<file path="src/hw/rtl/assert_macros.svh">
// Assertion macros for the RTL; causal_moving_average.sv includes them.
`ifndef ASSERT_MACROS_SVH
`define ASSERT_MACROS_SVH

`ifndef SYNTH

// Hold a condition on every enabled clock edge.
`define ASSERT_ALWAYS(label, clk, rst_n, cond) \
    label: assert property (@(posedge clk) disable iff (!(rst_n)) (cond)) \
        else $error("assertion failed");

// Require the consequent in the same cycle as the antecedent.
`define ASSERT_IMPLIES(label, clk, rst_n, ante, cons) \
    label: assert property (@(posedge clk) disable iff (!(rst_n)) (ante) |-> (cons)) \
        else $error("assertion failed");

// Require the consequent in the cycle after the antecedent.
`define ASSERT_NEXT(label, clk, rst_n, ante, cons) \
    label: assert property (@(posedge clk) disable iff (!(rst_n)) (ante) |=> (cons)) \
        else $error("assertion failed");

`else

`define ASSERT_ALWAYS(label, clk, rst_n, cond)
`define ASSERT_IMPLIES(label, clk, rst_n, ante, cons)
`define ASSERT_NEXT(label, clk, rst_n, ante, cons)

`endif

`endif

</file>
<file path="src/hw/rtl/cma_pkg.sv">
// Shared types and constants of the moving-average filter.
`timescale 1ns / 1ps

package cma_pkg;

    localparam int WIN_LEN_W = 5;
    localparam logic [WIN_LEN_W-1:0] WIN_LEN_RESET = 5'd3;

    typedef enum logic [3:0] {
        S_IDLE = 4'b0001,
        S_SUM  = 4'b0010,
        S_DIV  = 4'b0100,
        S_HOLD = 4'b1000
    } t_state;

    typedef struct packed {
        logic start;
    } t_div_ctrl;

    typedef struct packed {
        logic busy;
        logic done;
    } t_div_stat;

endpackage

</file>
<file path="src/hw/rtl/cma_if.sv">
// Request channel interfaces for samples in and averages out.
`timescale 1ns / 1ps

interface cma_in_if #(
    parameter int SAMPLE_BITS = 16
);
    logic                          valid;
    logic                          ready;
    logic signed [SAMPLE_BITS-1:0] sample;
    logic                          last_in_series;

    modport source (output valid, output sample, output last_in_series, input ready);
    modport sink   (input valid, input sample, input last_in_series, output ready);
endinterface

interface cma_out_if #(
    parameter int SAMPLE_BITS = 16
);
    logic                          valid;
    logic                          ready;
    logic signed [SAMPLE_BITS-1:0] average;
    logic                          series_end;

    modport source (output valid, output average, output series_end, input ready);
    modport sink   (input valid, input average, input series_end, output ready);
endinterface

</file>
<file path="src/hw/rtl/cma_ram.sv">
// Generic single-port RAM with registered read.
`timescale 1ns / 1ps

module cma_ram #(
    parameter int WIDTH = 16,
    parameter int DEPTH = 16,
    localparam int AW = (DEPTH > 1) ? $clog2(DEPTH) : 1
) (
    input  logic             i_clk,
    input  logic             i_we,
    input  logic [AW-1:0]    i_addr,
    input  logic [WIDTH-1:0] i_wdata,
    output logic [WIDTH-1:0] o_rdata
);

    logic [WIDTH-1:0] r_mem [DEPTH];
    logic [WIDTH-1:0] r_rdata;

    always_ff @(posedge i_clk) begin
        if (i_we) begin
            r_mem[i_addr] <= i_wdata;
        end
        r_rdata <= r_mem[i_addr];
    end

    assign o_rdata = r_rdata;

endmodule

</file>
<file path="src/hw/rtl/cma_div.sv">
// Restoring serial divider, one quotient bit per cycle.
`timescale 1ns / 1ps

module cma_div
    import cma_pkg::*;
#(
    parameter int DW = 20,
    parameter int VW = 5
) (
    input  logic          i_clk,
    input  logic          i_rst_n,
    input  t_div_ctrl     i_ctrl,
    input  logic [DW-1:0] i_dividend,
    input  logic [VW-1:0] i_divisor,
    output t_div_stat     o_stat,
    output logic [DW-1:0] o_quotient
);

    localparam int CNT_W = $clog2(DW + 1);

    logic [DW-1:0]    r_q;
    logic [VW-1:0]    r_rem;
    logic [VW-1:0]    r_d;
    logic [CNT_W-1:0] r_cnt;
    logic             r_busy;
    logic             r_done;

    logic [VW:0] trial;
    logic        ge;

    // Shift in the next dividend bit and try one subtract.
    assign trial = {r_rem, r_q[DW-1]};
    assign ge    = (trial >= {1'b0, r_d});

    always_ff @(posedge i_clk) begin
        if (!i_rst_n) begin
            r_busy <= 1'b0;
            r_done <= 1'b0;
            r_cnt  <= '0;
        end else begin
            r_done <= 1'b0;
            if (i_ctrl.start) begin
                r_busy <= 1'b1;
                r_cnt  <= CNT_W'(DW);
            end else if (r_busy) begin
                r_cnt <= r_cnt - 1'b1;
                if (r_cnt == CNT_W'(1)) begin
                    r_busy <= 1'b0;
                    r_done <= 1'b1;
                end
            end
        end
    end

    always_ff @(posedge i_clk) begin
        if (i_ctrl.start) begin
            r_q   <= i_dividend;
            r_rem <= '0;
            r_d   <= i_divisor;
        end else if (r_busy) begin
            r_q   <= {r_q[DW-2:0], ge};
            r_rem <= ge ? VW'(trial - {1'b0, r_d}) : VW'(trial);
        end
    end

    assign o_stat.busy = r_busy;
    assign o_stat.done = r_done;
    assign o_quotient  = r_q;

endmodule

</file>
<file path="src/hw/rtl/causal_moving_average.sv">
// Causal moving average of signed fixed-point samples over a growing window.
// Each accepted sample is summed with the older ones in the window in use, one history read
// per cycle, into SUM_W = SAMPLE_BITS + clog2(MAX_WINDOW) bits, then divided by the
// one-bit-per-cycle divider; a stalled output register holds the result back in S_HOLD. A new
// sample is accepted only in S_IDLE, once the previous result has entered the output register.
// Reset is synchronous, active low.
`timescale 1ns / 1ps
`include "assert_macros.svh"

module causal_moving_average
    import cma_pkg::*;
#(
    parameter int MAX_WINDOW  = 16,
    parameter int SAMPLE_BITS = 16
) (
    input  logic                 i_clk,
    input  logic                 i_rst_n,
    input  logic                 i_cfg_we,
    input  logic [WIN_LEN_W-1:0] i_cfg_data,
    cma_in_if.sink               i_in,
    cma_out_if.source            o_out
);

    // Pointer, count and accumulator widths.
    localparam int AW    = (MAX_WINDOW > 1) ? $clog2(MAX_WINDOW) : 1;
    localparam int CW    = $clog2(MAX_WINDOW + 1);
    localparam int SUM_W = SAMPLE_BITS + $clog2(MAX_WINDOW);
    localparam int LW    = (CW > WIN_LEN_W) ? CW : WIN_LEN_W;

    // Clamp limits of the quotient magnitude.
    localparam logic [SUM_W-1:0] NEG_LIM = SUM_W'(1) << (SAMPLE_BITS - 1);
    localparam logic [SUM_W-1:0] POS_LIM = NEG_LIM - SUM_W'(1);

    // Control state.
    t_state                r_state, n_state;
    logic [WIN_LEN_W-1:0]  r_window_len;
    logic [CW-1:0]         r_fill, n_fill;
    logic [AW-1:0]         r_wp, n_wp;
    logic [AW-1:0]         r_rd, n_rd;
    logic [CW-1:0]         r_left, n_left;
    logic                  r_pend, n_pend;
    logic                  r_out_valid, n_out_valid;

    // Payload state.
    logic [CW-1:0]           r_n, n_n;
    logic signed [SUM_W-1:0] r_acc, n_acc;
    logic                    r_last, n_last;
    logic [SAMPLE_BITS-1:0]  r_avg, n_avg;
    logic                    r_end, n_end;

    // Datapath helpers.
    logic                   in_fire;
    logic                   out_free;
    logic [LW-1:0]          wl_ext;
    logic [CW-1:0]          w_eff;
    logic [CW-1:0]          fill_next;
    logic [CW-1:0]          n_eff;
    logic [AW-1:0]          wp_next;
    logic [AW-1:0]          rd_start;
    logic [AW-1:0]          rd_dec;
    logic [SAMPLE_BITS-1:0] ram_rdata;
    logic [SUM_W-1:0]       mag;
    logic [SUM_W-1:0]       dividend;
    logic [SUM_W-1:0]       quotient;
    logic [SUM_W-1:0]       neg_q;
    logic [SAMPLE_BITS-1:0] result;
    t_div_ctrl              div_ctrl;
    t_div_stat              div_stat;

    assign in_fire  = i_in.valid && i_in.ready;
    assign out_free = !r_out_valid || o_out.ready;

    // Window in use: zero acts as one, anything past the depth saturates.
    assign wl_ext = LW'(r_window_len);
    always_comb begin
        if (r_window_len == '0) begin
            w_eff = CW'(1);
        end else if (wl_ext > LW'(MAX_WINDOW)) begin
            w_eff = CW'(MAX_WINDOW);
        end else begin
            w_eff = CW'(wl_ext);
        end
    end

    // Count the new sample, saturating at the depth; average the last n of them.
    assign fill_next = (r_fill < CW'(MAX_WINDOW)) ? r_fill + 1'b1 : r_fill;
    assign n_eff     = (fill_next < w_eff) ? fill_next : w_eff;

    // Ring pointers wrap at the depth, which need not be a power of two.
    assign wp_next  = (r_wp == AW'(MAX_WINDOW - 1)) ? '0 : r_wp + 1'b1;
    assign rd_start = (r_wp == '0) ? AW'(MAX_WINDOW - 1) : r_wp - 1'b1;
    assign rd_dec   = (r_rd == '0) ? AW'(MAX_WINDOW - 1) : r_rd - 1'b1;

    // Round to nearest, ties away from zero: divide |sum| + n/2 and restore the sign.
    assign mag      = r_acc[SUM_W-1] ? SUM_W'(-r_acc) : SUM_W'(r_acc);
    assign dividend = mag + SUM_W'(r_n >> 1);

    assign div_ctrl.start = (r_state == S_SUM) && (r_left == '0) && !r_pend;

    // Clamp the signed quotient to the sample range.
    assign neg_q = SUM_W'(0) - quotient;
    always_comb begin
        if (r_acc[SUM_W-1]) begin
            result = (quotient > NEG_LIM) ? SAMPLE_BITS'(NEG_LIM) : neg_q[SAMPLE_BITS-1:0];
        end else begin
            result = (quotient > POS_LIM) ? SAMPLE_BITS'(POS_LIM) : quotient[SAMPLE_BITS-1:0];
        end
    end

    // Sample history: write on accept, read backwards from the sample before the newest while summing.
    cma_ram #(
        .WIDTH (SAMPLE_BITS),
        .DEPTH (MAX_WINDOW)
    ) u_history (
        .i_clk   (i_clk),
        .i_we    (in_fire),
        .i_addr  (in_fire ? r_wp : r_rd),
        .i_wdata (i_in.sample),
        .o_rdata (ram_rdata)
    );

    cma_div #(
        .DW (SUM_W),
        .VW (CW)
    ) u_div (
        .i_clk      (i_clk),
        .i_rst_n    (i_rst_n),
        .i_ctrl     (div_ctrl),
        .i_dividend (dividend),
        .i_divisor  (r_n),
        .o_stat     (div_stat),
        .o_quotient (quotient)
    );

    // Sequencer.
    always_comb begin
        n_state     = r_state;
        n_fill      = r_fill;
        n_wp        = r_wp;
        n_rd        = r_rd;
        n_left      = r_left;
        n_pend      = r_pend;
        n_n         = r_n;
        n_acc       = r_acc;
        n_last      = r_last;
        n_avg       = r_avg;
        n_end       = r_end;
        n_out_valid = r_out_valid;

        // Drop the result once the sink takes it.
        if (r_out_valid && o_out.ready) begin
            n_out_valid = 1'b0;
        end

        case (r_state)
            S_IDLE: begin
                if (in_fire) begin
                    // The new sample seeds the sum; the n - 1 older ones follow.
                    n_acc   = SUM_W'(i_in.sample);
                    n_n     = n_eff;
                    n_left  = n_eff - 1'b1;
                    n_rd    = rd_start;
                    n_pend  = 1'b0;
                    n_last  = i_in.last_in_series;
                    // End of series: clear history count and pointer now.
                    n_fill  = i_in.last_in_series ? '0 : fill_next;
                    n_wp    = i_in.last_in_series ? '0 : wp_next;
                    n_state = S_SUM;
                end
            end
            S_SUM: begin
                // Issue one read per cycle, add its data in the next cycle.
                if (r_left != '0) begin
                    n_rd   = rd_dec;
                    n_left = r_left - 1'b1;
                    n_pend = 1'b1;
                end else begin
                    n_pend = 1'b0;
                end
                if (r_pend) begin
                    n_acc = r_acc + SUM_W'(signed'(ram_rdata));
                end
                if (div_ctrl.start) begin
                    n_state = S_DIV;
                end
            end
            S_DIV: begin
                if (div_stat.done) begin
                    if (out_free) begin
                        n_avg       = result;
                        n_end       = r_last;
                        n_out_valid = 1'b1;
                        n_state     = S_IDLE;
                    end else begin
                        n_state = S_HOLD;
                    end
                end
            end
            S_HOLD: begin
                // Hold the quotient until the output register frees up.
                if (out_free) begin
                    n_avg       = result;
                    n_end       = r_last;
                    n_out_valid = 1'b1;
                    n_state     = S_IDLE;
                end
            end
            default: begin
                n_state = S_IDLE;
            end
        endcase
    end

    always_ff @(posedge i_clk) begin
        if (!i_rst_n) begin
            r_state      <= S_IDLE;
            r_window_len <= WIN_LEN_RESET;
            r_fill       <= '0;
            r_wp         <= '0;
            r_rd         <= '0;
            r_left       <= '0;
            r_pend       <= 1'b0;
            r_out_valid  <= 1'b0;
        end else begin
            r_state     <= n_state;
            r_fill      <= n_fill;
            r_wp        <= n_wp;
            r_rd        <= n_rd;
            r_left      <= n_left;
            r_pend      <= n_pend;
            r_out_valid <= n_out_valid;
            if (i_cfg_we) begin
                r_window_len <= i_cfg_data;
            end
        end
    end

    always_ff @(posedge i_clk) begin
        r_n    <= n_n;
        r_acc  <= n_acc;
        r_last <= n_last;
        r_avg  <= n_avg;
        r_end  <= n_end;
    end

    assign i_in.ready       = (r_state == S_IDLE);
    assign o_out.valid      = r_out_valid;
    assign o_out.average    = r_avg;
    assign o_out.series_end = r_end;

    // An accepted request always starts the summing pass.
    `ASSERT_NEXT(a_accept_sums, i_clk, i_rst_n, in_fire, r_state == S_SUM)
    // The divisor is never zero while the sum is built.
    `ASSERT_IMPLIES(a_n_nonzero, i_clk, i_rst_n, r_state == S_SUM, r_n != '0)
    // The divider finishes only while the sequencer waits on it.
    `ASSERT_IMPLIES(a_div_done, i_clk, i_rst_n, div_stat.done, r_state == S_DIV)
    // The divider runs only while the sequencer waits on it.
    `ASSERT_IMPLIES(a_div_busy, i_clk, i_rst_n, div_stat.busy, r_state == S_DIV)
    // The fill count saturates at the history depth.
    `ASSERT_ALWAYS(a_fill_max, i_clk, i_rst_n, r_fill <= CW'(MAX_WINDOW))

endmodule

</file>
<file path="src/flat_wrapper.sv">
// flat-port wrapper written by rule: the top's interface ports become plain ports
module causal_moving_average_flat import cma_pkg::*;
#(
    parameter int MAX_WINDOW  = 16,
    parameter int SAMPLE_BITS = 16
)
  (i_clk, i_rst_n, i_cfg_we, i_cfg_data, i_in_valid, i_in_sample, i_in_last_in_series, i_in_ready, o_out_valid, o_out_average, o_out_series_end, o_out_ready);
  cma_in_if #(.SAMPLE_BITS(SAMPLE_BITS)) i_in_i ();
  cma_out_if #(.SAMPLE_BITS(SAMPLE_BITS)) o_out_i ();
  input  logic i_clk;
  input  logic i_rst_n;
  input  logic i_cfg_we;
  input  logic [WIN_LEN_W-1:0] i_cfg_data;
  input wire logic [$bits(i_in_i.valid)-1:0] i_in_valid;
  input wire logic [$bits(i_in_i.sample)-1:0] i_in_sample;
  input wire logic [$bits(i_in_i.last_in_series)-1:0] i_in_last_in_series;
  output wire logic [$bits(i_in_i.ready)-1:0] i_in_ready;
  output wire logic [$bits(o_out_i.valid)-1:0] o_out_valid;
  output wire logic [$bits(o_out_i.average)-1:0] o_out_average;
  output wire logic [$bits(o_out_i.series_end)-1:0] o_out_series_end;
  input wire logic [$bits(o_out_i.ready)-1:0] o_out_ready;
  assign i_in_i.valid = i_in_valid;
  assign i_in_i.sample = i_in_sample;
  assign i_in_i.last_in_series = i_in_last_in_series;
  assign i_in_ready = i_in_i.ready;
  assign o_out_valid = o_out_i.valid;
  assign o_out_average = o_out_i.average;
  assign o_out_series_end = o_out_i.series_end;
  assign o_out_i.ready = o_out_ready;
  causal_moving_average #(.MAX_WINDOW(MAX_WINDOW), .SAMPLE_BITS(SAMPLE_BITS)) u_core (.i_clk(i_clk), .i_rst_n(i_rst_n), .i_cfg_we(i_cfg_we), .i_cfg_data(i_cfg_data), .i_in(i_in_i), .o_out(o_out_i));
endmodule
</file>
<file path="config.mk">
export PLATFORM = sky130hd
export DESIGN_NAME = causal_moving_average_flat
export DESIGN_NICKNAME = d
export VERILOG_FILES = /design/src/hw/rtl/cma_pkg.sv /design/src/hw/rtl/cma_if.sv /design/src/hw/rtl/cma_ram.sv /design/src/hw/rtl/cma_div.sv /design/src/hw/rtl/causal_moving_average.sv /design/src/flat_wrapper.sv
export VERILOG_INCLUDE_DIRS = /design/src /design/src/hw/rtl
export SDC_FILE = /design/constraint.sdc
export NUM_CORES = 1
export LEC_CHECK = 0
export ABC_AREA = 1
export BUFFER_PORTS_ARGS = -buffer_cell sky130_fd_sc_hd__clkbuf_2
export CAP_MARGIN = 30
export CORE_MARGIN = 4
export CORE_UTILIZATION = 50
export CTS_CLUSTER_SIZE = 20
export DETAILED_ROUTE_END_ITERATION = 7
export PLACE_DENSITY_LB_ADDON = 0.08
export SLEW_MARGIN = 10
export SYNTH_ARGS = -nofsm -noshare
export SYNTH_HDL_FRONTEND = slang
export SYNTH_SLANG_ARGS = --single-unit
</file>
<file path="constraint.sdc">
create_clock -name i_clk -period 2.8 [get_ports i_clk]
set_clock_uncertainty 0.15 [all_clocks]
set_input_delay 0.14 -clock i_clk [delete_from_list [all_inputs] [get_ports i_clk]]
set_output_delay 0.14 -clock i_clk [all_outputs]
set_load 0.02 [all_outputs]
</file>
; ---- Word level (Yosys, flattened, before mapping)
; Memory sizes are Yosys's and may differ from the RTL's. A register that Yosys moved wholly into a read port is not among the register bits.
; Cells that the tools add are included.
; Widths: inputs -> output; s select.
[totals]
ff_bits = 109
mem_bits_rw = 256
in_bits = 27
out_inout_bits = 19
elab_cells = 129
memories = 1
[memory_table]
columns = name, depth, width, rd, rd_ports_with_merged_regs, write_ports, line
row1 = u_core.u_history.r_mem, 16, 16, 1, 1, 1, cma_ram.sv:16  ; logic [WIDTH-1:0] r_mem [DEPTH];
[op_classes]
add_sub_neg = 12
magnitude_cmp = 6
n_eq_ne = 12
mux = 53
n_bitwise = 2
reduce_logical = 23
[op_table]
columns = operator, count
row1 = $mux 20, 5
row2 = $mux 16, 5
row3 = $mux 5, 10
row4 = $mux 4, 12
row5 = $pmux 20 s2, 1
row6 = $pmux 16 s2, 1
row7 = $add 20x16->20, 1
row8 = $add 20x4->20, 1
row9 = $gt 20x15->1 const B, 1
row10 = $gt 20x16->1 const B, 1
row11 = $neg 20->20, 1
row12 = $pmux 4 s4, 1
row13 = $sub 1x16->16 const A, 1
row14 = $sub 5x1->5 const B, 3
row15 = $mux 1, 13
row16 = $logic_not 5->1, 2
row17 = $pmux 5 s2, 1
row18 = $eq 4x4->1 const B, 2
row19 = $logic_not 4->1, 2
row20 = $pmux 4 s2, 1
row21 = $sub 4x1->4 const B, 2
row22 = $ge 6x5->1, 1
row23 = $ne 2x1->1 const B, 3
row24 = $ne 2x2->1 const B, 3
row25 = other kinds (22), 34

; ---- Longest topological paths before layout
; Gate-level depths: netlist (run 1).
[depth]
depth_word = 8
ltp_mapped = 20

; ---- Cells and area by module
; From an unflattened synthesis (run 1), not the netlist that was laid out.
[unflattened]
hier_cells = 2108
hier_area_um2 = 18964.4
[modules_own_cells]
columns = mod, instances, cells_per_inst, area_each_um2, seq_area_each_um2
row1 = cma_ram, 1, 1070, 11151.9, 8007.7
row2 = causal_moving_average, 1, 835, 5995.8, 1871.8
row3 = cma_div, 1, 203, 1816.7, 991.0

; ---- Worst setup path after synthesis (run 1)
; Ideal clock, no wire load.
[synth_path]
kind = register to register
startpoint = register u_core.r_state[1]
endpoint = memory u_core.u_history.r_mem[0][0], enable pin
setup_time_ns = 0.389
t_arrival_ns = 2.374
required_ns = 2.261
setup_slack_ns = -0.112
stages_incl_launch_ff = 12
path_buffers = 2
cell_sequence = dfxtp_1 > inv_1 > nand2_1 > nor2_4 > nand2_1 > buf_4 > a21oi_2 > inv_2 > nor2_2 > buf_4 > inv_2 > nor2_1
[synth_between]
elab_chain_len = 4
elab_cells_between_ends = 5
classes_between = eq/ne (1) / mux (3) / reduce/logical (1)
[synth_lines]
columns = element, line
row1 = from (decl), causal_moving_average.sv:35  ; t_state r_state, n_state;
row2 = from (signal assigned), causal_moving_average.sv:225  ; r_state <= n_state;
row3 = $eq 4x1->1 (*), causal_moving_average.sv:246  ; assign i_in.ready = (r_state == S_IDLE);
row4 = via i_in_ready, flat_wrapper.sv:17  ; output wire logic [$bits(i_in_i.ready)-1:0] i_in_ready;
row5 = $logic_and 1x1->1 (*), causal_moving_average.sv:70  ; assign in_fire = i_in.valid && i_in.ready;
row6 = $mux 1, cma_ram.sv:20  ; if (i_we) begin
row7 = $mux 1 (implied by the code), cma_ram.sv:21  ; r_mem[i_addr] <= i_wdata;
row8 = to (decl), cma_ram.sv:16
; Mark *: on every way through the listed nets, which the timed path passes. The rest lies on a longest branch.

; ---- Final worst setup path (run 1)
[layout_path]
startpoint = register u_core.r_acc[1]
endpoint = register u_core.u_div.r_q[12], in the netlist u_core.u_div.o_quotient[12] (data pin)
[layout_between]
elab_chain_len = 4
[layout_lines]
columns = element, line
row1 = from (decl), causal_moving_average.sv:46  ; logic signed [SUM_W-1:0] r_acc, n_acc;
row2 = from (signal assigned), causal_moving_average.sv:240  ; r_acc <= n_acc;
row3 = $neg 20->20, causal_moving_average.sv:95  ; assign mag = r_acc[SUM_W-1] ? SUM_W'(-r_acc) : SUM_W'(r_acc);
row4 = $mux 20 (*), causal_moving_average.sv:95
row5 = $add 20x4->20 (*), causal_moving_average.sv:96  ; assign dividend = mag + SUM_W'(r_n >> 1);
row6 = $mux 20 (*), cma_div.sv:56  ; if (i_ctrl.start) begin
row7 = to (signal assigned), cma_div.sv:57  ; r_q <= i_dividend;
row8 = to (signal assigned), cma_div.sv:61  ; r_q <= {r_q[DW-2:0], ge};
row9 = to (decl), cma_div.sv:21  ; logic [DW-1:0] r_q;
; Every way passes the cells marked *; elsewhere a longest branch is shown, timed or not.
; A chain may end at the register's enable or synchronous reset.

==> metrics.txt, run 1 <==
Clock Tree Buf Depth=3; H-tree depth=2; final hold violation count=0; Die ar.=around 38000 um^2; leakage=between 7 and 8 nW; Seq cells post-synth=roughly 380; Top FF cell, synth=edfxtp_1; first-pass GRT wire length=about 70000 um; Hold Path End=u_core.r_window_len[0]$_SDFFE_PN1P_; R2R Path Start=u_core.r_acc[1]$_DFFE_PP_; initial antenna violation count=1; Sink Count=between 300 and 400; CP endpoint kind=flip-flop; worst hold path class=input port to flip-flop; CP max-delay cell=edfxtp_1; Synth Area in Compound Gates=0.0596; Tcrit/Tclk final=0.979; unrepaired setup endpoints after global routing=yes; core area=~35000 um^2; setup violators final=0; CTS tree=built; Initial Util=0.509; critical path, cell by cell=buf_4, nor2_4, nand2_1, nand2_1, xor2_1, ha_1, nand2_1, nor2_2, nor2_1, a21oi_2, nand3_2, nor2_4, nand2_2, nor2_4, nand2_1, nand3_1, o21ai_0; syn_area_per_cell=between 10 and 15 um^2; vias in the first global route=~13000; Post-route DRC=0; die width=slightly below 200 um; Slew @ Worst Pin=0.601 ns; Final ANT Viol Nets=0; Hold Path Origin=i_cfg_we; pins over their slew limit=0; Final Power=roughly 18 mW; startpoint types=flip-flop; largest family of logic cells by synthesized area=simple AND/OR/NAND/NOR gates; Mapped Cells=around 1800; design area=20900 um^2; I/O Buffers=45; max cap viols=0; via count=13100; Placed Area=around 19000 um^2; crit path time final=approximately 2.7 ns; ranking of synthesized cells by area=edfxtp_1 (55%), nand2_1 (9.9%), dfxtp_1 (6.5%); Root Buffer=clkbuf_16; post-synthesis cell area=17700 um^2; reg-to-reg endpoint=u_core.u_div.o_quotient[12]$_DFFE_PP_; die height=between 150 and 200 um; Synthesis Warnings=0; DP Wirelength=28400 um; RePlAce Congestion=0.872; row cnt=68; Yosys top cell area share=0.551; TritonCTS Buffers=41; VDD IR max=about 0.55 mV; simple-gate share of the synthesized area=0.225; Rel. slew slack=0.599; CTS clk-pin slew, worst paths=0.06 ns; gr usage total=0.225; layout cells sized above 1=0.159; number of synthesized flops with an enable pin=about 320; required time of the critical path=a little under 3 ns; largest net degree at the start of global routing=43; flop-to-flop setup slack=between 0.05 and 0.06 ns; area grow syn2layout=18.4%; XOR/XNOR share of the synthesized area=0.0183; post-synthesis adder-cell area fraction=0.0324; worst skew pair latency=approximately 0.58 ns; crit path kind=flip-flop to flip-flop; leading area contributor after synthesis=edfxtp_1; filler instances=between 2000 and 3000; Max Fclk=365 MHz; r2r worst-path depth=17; slowest cell delay on critical path=roughly 0.4 ns; final WL=roughly 44000 um; post-synthesis sequential area ratio=0.615; vias per std cell=5.45; WP data arrival=between 2 and 3 ns; wire per inst=approximately 18 um; Power Dens Cells=between 800 and 900 nW/um^2; IO Pins=46; status=finished clean; most numerous cell on the critical path=nand2_1; Pre-Repair DR Iteration Count=8; Hold Path Cell Cnt=3; final net count=between 1500 and 2000; ANT cells=0; worst hold slack=0.266 ns; overflow left after global routing=0; asr flop ratio synth=0; mux share of post-synthesis cell area=0; Netlist cell types=45; crit-path max FO=5; drt initial violations=820; Synthesized Nets=around 1800
timing repair:
item,in CTS,in global routing
hold buffers,36,0
setup endpoints to repair,6,42
resized for setup,7,50
endpoints found under the hold margin,295,0
setup buffers,5,8
pin swaps,8,19
cells in the mapped netlist (all sizes together) (22+ instances only):
master  count
nand2     470
nand4      90
ha         41
clkbuf     22
a21oi      62
inv       136
edfxtp    324
nand3     200
xor2       26
nor2       99
o21ai     101
buf        43
dfxtp      57
cell usage in the layout, fill, tap and decap left out, types with 15 or more instances in the layout:
| cell type | n |
|---|---|
| a21oi_1 | 57 |
| buf_4 | 93 |
| clkbuf_16 | 41 |
| clkbuf_2 | 45 |
| dfxtp_1 | 56 |
| dlygate4sd3_1 | 36 |
| edfxtp_1 | 324 |
| ha_1 | 36 |
| inv_1 | 119 |
| inv_2 | 15 |
| nand2_1 | 453 |
| nand2_2 | 16 |
| nand3_1 | 193 |
| nand4_1 | 90 |
| nor2_1 | 69 |
| nor2_2 | 22 |
| o21ai_0 | 85 |
| xor2_1 | 25 |
worst max-delay path by stage:
stage,start,endpoint,slack [ns],cells past startpoint
6_report,u_core.r_acc[1]$_DFFE_PP_,u_core.u_div.o_quotient[12]$_DFFE_PP_,0.06,17
5_1_grt,u_core.r_acc[1]$_DFFE_PP_,u_core.u_div.o_quotient[18]$_DFFE_PP_,-0.15,17
4_1_cts,u_core.r_acc[0]$_DFFE_PP_,u_core.u_div.o_quotient[17]$_DFFE_PP_,0.006,19
3_5_place_dp,u_core.r_acc[1]$_DFFE_PP_,u_core.u_div.o_quotient[17]$_DFFE_PP_,-0.07,19
3_3_place_gp,u_core.r_acc[1]$_DFFE_PP_,u_core.u_div.o_quotient[17]$_DFFE_PP_,0.01,19
2_1_floorplan,u_core.r_state[1]$_SDFFE_PN0P_,u_core.u_history.r_mem[0][0]$_DFFE_PP_,-0.11,11
registers in the layout (all words and copies together) (netlist names), 16 cells and up:
register,count
u_core.o_out.average,16
u_core.r_acc,20
u_core.u_history.o_rdata,16
u_core.u_history.r_mem,256
u_core.u_div.o_quotient,20
power by group:
part	total, mW	switching, mW	internal (mW)
clock	5.41	2.27	3.14
combinational	5.47	3.59	1.88
sequential	6.96	0.275	6.69
kinds of logic (layout without fill, tap and decap cells):
family | after synthesis | after routing
flops | 381 | 381
compound gates | 194 | 194
xor+xnor | 37 | 37
buf+inv | 202 | 394
simple gates | 892 | 892
fa+ha+maj | 44 | 44
area by class of cell:
class	instances	area [um^2]	area share
multi-input cells	1167	6150	0.294
clock inverters	21	239	0.0114
flip-flops and latches	381	10900	0.520
well taps	455	569	0.0272
repair buffers	182	1440	0.0690
inverters	137	519	0.0248
clock buffers	54	1120	0.0538
metrics by stage:
stage          utilization  setup TNS (ns)  setup slack (ns)  std cells
2_1_floorplan            -          -14.35            -0.112       1750
3_3_place_gp         0.545               0            0.0138       2273
3_5_place_dp         0.545          -0.183           -0.0744       2273
4_1_cts              0.596               0           0.00627       2389
5_1_grt              0.603           -1.59            -0.145       2397
6_report             0.603               0            0.0594       2397
layer usage:
metal,GRT usage,part of all wire,vias up
met5,0,0,-
met4,0.0719,0.026,0
met3,0.0311,0.052,80
met2,0.391,0.50,327
met1,0.293,0.42,6237
li1,-,-,6431
critical path: cells and delay by family (launching register included):
family | cells | cell delay, ns
xor+xnor | 1 | 0.07
flops | 1 | 0.40
buf+inv | 1 | 0.17
simple gates | 12 | 1.09
fa+ha+maj | 1 | 0.33
compound gates | 2 | 0.24
No activity file was read; power rests on OpenSTA's default activity.
==> run 2, diff against run 1 <==
- ABC_AREA: 1 -> not set
==> run 2 against run 1 <==
  * The run now ends with setup timing left
  * Clock power barely moved
  * Cell area rose by 3.6%
  * Critical path type unchanged
  * Via count fell by 6.3%
  * Hold slack improved by 0.013 ns
  * Largest power group unchanged
  * Fmax fell by 6.8%
  * Sequential share of layout area fell by 1.8 points
  * Largest cell class unchanged
==> metrics.txt, run 2 <==
vias in the first global route=12100 (-5.9%); Power Dens Cells=759 nW/um^2 (-11%); pins over their slew limit=0 (unchanged); most common cell after layout, fill and taps aside=edfxtp_1; CP endpoint kind=flip-flop; H-tree depth=2 (unchanged); wire per inst=20.4 um (+12%); via count=12300 (-6.3%); Clk pwr share=0.331 (+0.028); ANT cells=0 (unchanged); area grow syn2layout=26.5%; layout cells sized above 1=0.261 (+0.102); RePlAce Congestion=0.856 (-1.9%); Layout Utilization=0.643 (+0.0404); initial antenna violation count=0 (-1); Clock Tree Buf Depth=3 (unchanged); die width=193 um (-1.5%); Placed Area=19300 um^2 (+2.2%); Critical Path Sink=u_core.u_div.o_quotient[18]$_DFFE_PP_; Seq cells post-synth=381 (unchanged); Yosys top cell area share=0.568 (+0.0173); Netlist cell types=80 (+78%); unrepaired setup endpoints after global routing=yes; Top FF cell, synth=edfxtp_1; row cnt=67 (-1.5%); Root Buffer=clkbuf_16; VDD IR max=0.555 mV (+0.50%); violated checks=setup timing; most frequent cells in the layout=edfxtp_1 (324), buf_4 (166), nand2_1 (159); internal power=11.7 mW (-0.37%); Die ar.=37300 um^2 (-2.9%); crit path kind=flip-flop to flip-flop; Net Sw Frac=0.291 (-0.0530); crit path from=u_core.r_acc[10]$_DFFE_PP_; Mapped Cells=1398 (-20%); first-pass GRT wire length=66700 um (-2.9%); leakage=7.79 nW (-2.5%); startpoint types=flip-flop; worst skew pair latency=0.56 ns (-0.02 ns); max cap viols=0 (unchanged); Pre-Repair DR Iteration Count=6 (-2); setup violators final=11 (+11); largest register by flop count=u_core.u_history.r_mem; final hold violation count=0 (unchanged); post-synthesis sequential area ratio=0.635 (+0.0194); status=finished with violations; R2R Path Start=u_core.r_acc[10]$_DFFE_PP_; power share of the combinational group=0.259 (-0.048); TritonCTS Buffers=42 (+2.4%); design area=21700 um^2 (+3.6%); final net count=1702 (-14%); Tcrit/Tclk final=1.05 (+0.0708); switching power=4.79 mW (-22%); Synthesis Warnings=0 (unchanged); Post-route DRC=0 (unchanged); core area=33700 um^2 (-2.9%); I/O Buffers=45 (unchanged); synth cell count leaders=edfxtp_1 (324), nand2_1 (162), a21oi_1 (120); min setup slack post-route=-0.139 ns (-0.198 ns); number of synthesized flops with an enable pin=324 (unchanged); overflow left after global routing=0 (unchanged); Synthesized Nets=1469 (-19%); Rel. slew slack=0.427 (-0.172); Initial Util=0.508 (-0.000698); reg-to-reg endpoint=u_core.u_div.o_quotient[18]$_DFFE_PP_; die height=193 um (-1.5%); asr flop ratio synth=0 (unchanged); Slew @ Worst Pin=0.858 ns (+0.257 ns); r2r worst-path depth=7 (-10); most frequent cell after synthesis=edfxtp_1; gr usage total=0.230 (+0.00551); leading area contributor after synthesis=edfxtp_1; flop-to-flop setup slack=-0.14 ns (-0.20 ns); ranking of synthesized cells by area=edfxtp_1 (57%), dfxtp_1 (6.7%), a222oi_1 (3.7%); syn_area_per_cell=12.3 um^2 (+21%); worst hold path class=flip-flop to flip-flop; max FFs per register=256 (unchanged); Max Fclk=340 MHz (-6.8%); IO Pins=46 (unchanged); sequential share of power=0.411 (+0.021); largest net degree at the start of global routing=43 (unchanged); worst hold slack=0.279 ns (+0.0131 ns); crit-path max FO=5 (unchanged); final WL=43000 um (-1.6%); DP Wirelength=27600 um (-2.8%); vias per std cell=5.80 (+6.4%); crit path time final=2.94 ns (+0.198 ns); CTS clk-pin slew, worst paths=0.06 ns (about the same); Sink Count=381 (unchanged); CTS tree=built; Final ANT Viol Nets=0 (unchanged); required time of the critical path=2.94 ns (about the same); drt initial violations=1068 (+30%); post-synthesis cell area=17100 um^2 (-3.1%); WP data arrival=3.08 ns (+0.20 ns)
[run 2: power by group through the flow]
stage	logic (mW)	clock network [mW]	registers, mW
2_1_floorplan	2.42	0	6.80
3_5_place_dp	3.80	0	6.86
4_1_cts	3.96	5.56	6.75
3_3_place_gp	3.76	0	6.86
6_report	4.25	5.44	6.75
5_1_grt	4.66	5.81	6.79
[run 2: final cells by class]
type,count,area (um^2)
clock buffer,56,1120
clock inverter,21,250
fill,2640,12000
inverter,46,175
multi-input combinational,894,6480
sequential,381,10900
tap,448,561
timing repair buffer,266,2200
[run 2: logic make-up after synthesis]
group,count (synthesis),share of synthesized area
flip-flops,381,0.635
AO/OA/AOI/OAI,364,0.147
multiplexers,21,0.0123
AND/OR/NAND/NOR,413,0.117
adder cells (fa/ha/maj),44,0.0335
XOR/XNOR,52,0.0277
buffers and inverters,123,0.0280
[run 2: repair_timing]
action / in CTS / in global routing
resized for setup: 45 / 65
hold buffers: 32 / 0
hold endpoints to repair: 281 / 0
pin swaps: 32 / 44
setup buffers: 10 / 11
cloned: 0 / 1
endpoints found under the setup margin: 35 / 44
[run 2: critical path: stages (launching register included)]
cell,delay (ns)
edfxtp_1,0.39
or3_1,0.48
or4_4,0.55
o21ai_2,0.18
xnor2_1,0.17
nor4bb_4,0.44
and4_1,0.26
o31ai_2,0.06
[run 2: worst min path at each step]
| stage | slack [ns] | depth (start not counted) | to | from |
|---|---|---|---|---|
| final | 0.28 | 0 | u_core.u_div.r_d[0]$_DFFE_PP_ | u_core.r_n[0]$_DFFE_PP_ |
| after global routing | 0.31 | 0 | u_core.u_div.r_d[0]$_DFFE_PP_ | u_core.r_n[0]$_DFFE_PP_ |
| after CTS | 0.28 | 0 | u_core.u_div.r_d[0]$_DFFE_PP_ | u_core.r_n[0]$_DFFE_PP_ |
| after detailed placement | 0.21 | 3 | u_core.r_window_len[1]$_SDFFE_PN1P_ | i_cfg_data[1] |
| after global placement | 0.20 | 3 | u_core.r_window_len[0]$_SDFFE_PN1P_ | i_cfg_data[0] |
| after floorplan | 0.09 | 0 | u_core.r_last$_DFFE_PP_ | i_in_last_in_series |
[run 2: per-stage QoR]
step | cells | TNS (ns) | setup slack [ns] | power (mW)
4_1_cts | 2100 | -0.745 | -0.163 | 16.3
3_5_place_dp | 1982 | -4.63 | -0.317 | 10.7
6_report | 2112 | -0.634 | -0.139 | 16.5
2_1_floorplan | 1398 | -0.721 | -0.205 | 9.21
3_3_place_gp | 1982 | -3.42 | -0.259 | 10.6
5_1_grt | 2112 | -2.92 | -0.278 | 17.3
[run 2: per-layer routing]
layer / vias to the layer above / wire length (um) / track usage
li1: 5849 / - / -
met1: 5965 / 17900 / 0.300
met2: 353 / 21900 / 0.406
met3: 89 / 2060 / 0.0275
met4: 0 / 1180 / 0.0716
met5: - / 0 / 0
==> run 3, diff against run 2 <==
- CORE_UTILIZATION: 50 -> 40
==> run 3 against run 2 <==
  * The flow still finishes with violations (setup timing)
  * Critical path depth is 5 higher
  * Setup slack worse by 0.025 ns
  * Via count is 0.38% lower
  * Sequential power hardly changed
  * Fmax is 0.86% lower
  * Critical endpoint is now u_core.u_div.o_quotient[9]$_DFFE_PP_
  * Largest power group unchanged
==> metrics.txt, run 3 (synthesis gave the netlist of run 2 again) <==
die height=215 um (+11%); unrepaired setup endpoints after global routing=yes; final net count=1701 (-0.059%); WP data arrival=3.13 ns (+0.05 ns); GRT met2 Usage=0.328 (-0.0776); setup violators final=13 (+2); CP endpoint kind=flip-flop; slowest cell delay on critical path=0.55 ns (about the same); wire per inst=20.7 um (+1.7%); status=finished with violations; DP Worst Slack=-0.217 ns (+0.0994 ns); CP max-delay cell=or4_4; final WL=45700 um (+6.1%); crit path kind=flip-flop to flip-flop; crit-path max FO=5 (unchanged); met1 Track Usage GR=0.257 (-0.0426); initial antenna violation count=1 (+1); Die ar.=46200 um^2 (+24%); first-pass GRT wire length=70300 um (+5.4%); drt initial violations=1049 (-1.8%); switching power=4.86 mW (+1.5%); Layout Utilization=0.523 (-0.120); pins over their slew limit=0 (unchanged); gr usage total=0.192 (-0.0380); design area=22000 um^2 (+1.7%); worst hold path class=flip-flop to flip-flop; leakage=7.86 nW (+0.79%); Clock Tree Buf Depth=3 (unchanged); worst skew pair latency=0.57 ns (about the same); TritonCTS Buffers=43 (+2.4%); I/O Buffers=45 (unchanged); Post-route DRC=0 (unchanged); area grow syn2layout=28.7%; largest net degree at the start of global routing=44 (+2.3%); critical path, cell by cell=inv_2, ha_4, inv_4, nand2_2, xnor2_2, ha_1, a21o_1, a21oi_2, or4_4, a2bb2oi_2, and3b_1, o31a_1; Sink Count=381 (unchanged); Clk pwr share=0.335 (+0.004); CTS clk-pin slew, worst paths=0.06 ns (about the same); sequential share of power=0.406 (-0.005); global route hottest layer=met2; layout cells sized above 1=0.264 (+0.00345); Root Buffer=clkbuf_16; vias in the first global route=12100 (+0.22%); die width=215 um (+11%); largest register by flop count=u_core.u_history.r_mem; row cnt=75 (+12%); vias per std cell=5.54 (-4.6%); core area=42100 um^2 (+25%); via count=12200 (-0.38%); CTS tree=built; power share of the combinational group=0.259 (about the same); Power Dens Cells=757 nW/um^2 (-0.35%); max FFs per register=256 (unchanged); DP Wirelength=28300 um (+2.7%); Net Sw Frac=0.291 (+0.000392); Max Fclk=337 MHz (-0.86%); IO Pins=46 (unchanged); most frequent cells in the layout=edfxtp_1 (324), nand2_1 (159), buf_4 (147); most common cell after layout, fill and taps aside=edfxtp_1; VDD IR max=0.521 mV (-6.0%); internal power=11.8 mW (+1.3%); Rel. slew slack=0.412 (-0.0152); crit path time final=2.96 ns (+0.0255 ns); Initial Util=0.406 (-0.102); Tcrit/Tclk final=1.06 (+0.00910); DP Cell Count=2071 (+4.5%); required time of the critical path=2.97 ns (+0.03 ns); violated checks=setup timing; max cap viols=0 (unchanged); startpoint types=flip-flop; H-tree depth=2 (unchanged); Placed Area=19600 um^2 (+1.3%); RePlAce Congestion=0.853 (-0.37%); Final ANT Viol Nets=0 (unchanged); Non-Filler Instances=2205 (+4.4%); M3 GR Usage=0.0347 (+0.00720); overflow left after global routing=0 (unchanged); min setup slack post-route=-0.164 ns (-0.0255 ns); Pre-Repair DR Iteration Count=6 (unchanged); Slew @ Worst Pin=0.881 ns (+0.0227 ns); final hold violation count=0 (unchanged)
run 3: path summary, 6_finish.rpt:
| kind | startpoint | endpoint | slack [ns] | depth (start not counted) |
|---|---|---|---|---|
| hold / removal | u_core.r_n[0]$_DFFE_PP_ | u_core.u_div.r_d[0]$_DFFE_PP_ | 0.27 | 0 |
| hold reg to reg | u_core.r_n[0]$_DFFE_PP_ | u_core.u_div.r_d[0]$_DFFE_PP_ | 0.27 | 0 |
| setup reg to reg | u_core.r_acc[1]$_DFFE_PP_ | u_core.u_div.o_quotient[9]$_DFFE_PP_ | -0.16 | 12 |
| setup / recovery | u_core.r_acc[1]$_DFFE_PP_ | u_core.u_div.o_quotient[9]$_DFFE_PP_ | -0.16 | 12 |
run 3: through the flow:
step | setup TNS [ns] | hold slack [ns] | total power, mW
floorplan | -0.721 | 0.0889 | 9.21
global placement | -1.40 | 0.205 | 10.7
detailed placement | -1.99 | 0.207 | 10.8
CTS | -0.354 | 0.250 | 16.6
global route | -3.55 | 0.271 | 17.6
finish | -0.975 | 0.273 | 16.7
run 3: timing repair:
item	in CTS	in global routing
setup endpoints to repair	32	48
gates resized for setup	40	68
hold buffers	32	0
setup buffers	9	10
pin swaps	21	73
endpoints found under the hold margin	291	0
cloned	0	4
run 3: cell type report:
cell class | instances | area (um^2)
diodes | 1 | 2.50
clock buffers | 64 | 1260
clock inverters | 16 | 174
fillers | 3631 | 20100
inverters | 46 | 175
multi-input cells | 894 | 6480
flip-flops and latches | 381 | 10900
well taps | 539 | 674
repair buffers | 264 | 2410
run 3: metal layers:
metal	vias to the layer above	share of wire	wire (um)
met5	-	0	0
met2	257	0.49	22600
li1	5862	-	-
met4	0	0.017	755
met3	53	0.049	2240
met1	6037	0.44	20100
run 3: power by group through the flow:
stage / clock [mW] / sequential [mW] / combinational (mW)
floorplan: 0 / 6.80 / 2.42
global placement: 0 / 6.87 / 3.87
detailed placement: 0 / 6.88 / 3.89
CTS: 5.75 / 6.76 / 4.05
global route: 6.00 / 6.80 / 4.76
finish: 5.59 / 6.77 / 4.32
run 3: worst max-delay path, delay by kind of cell (launching register included):
kind	cells	cell delay, ns
buffers and inverters	2	0.13
xor gates and xnor gates	1	0.14
AOI/OAI and AO/OA	4	0.62
adders and majority gates	2	0.50
DFF	1	0.40
and+or+nand+nor	3	0.78
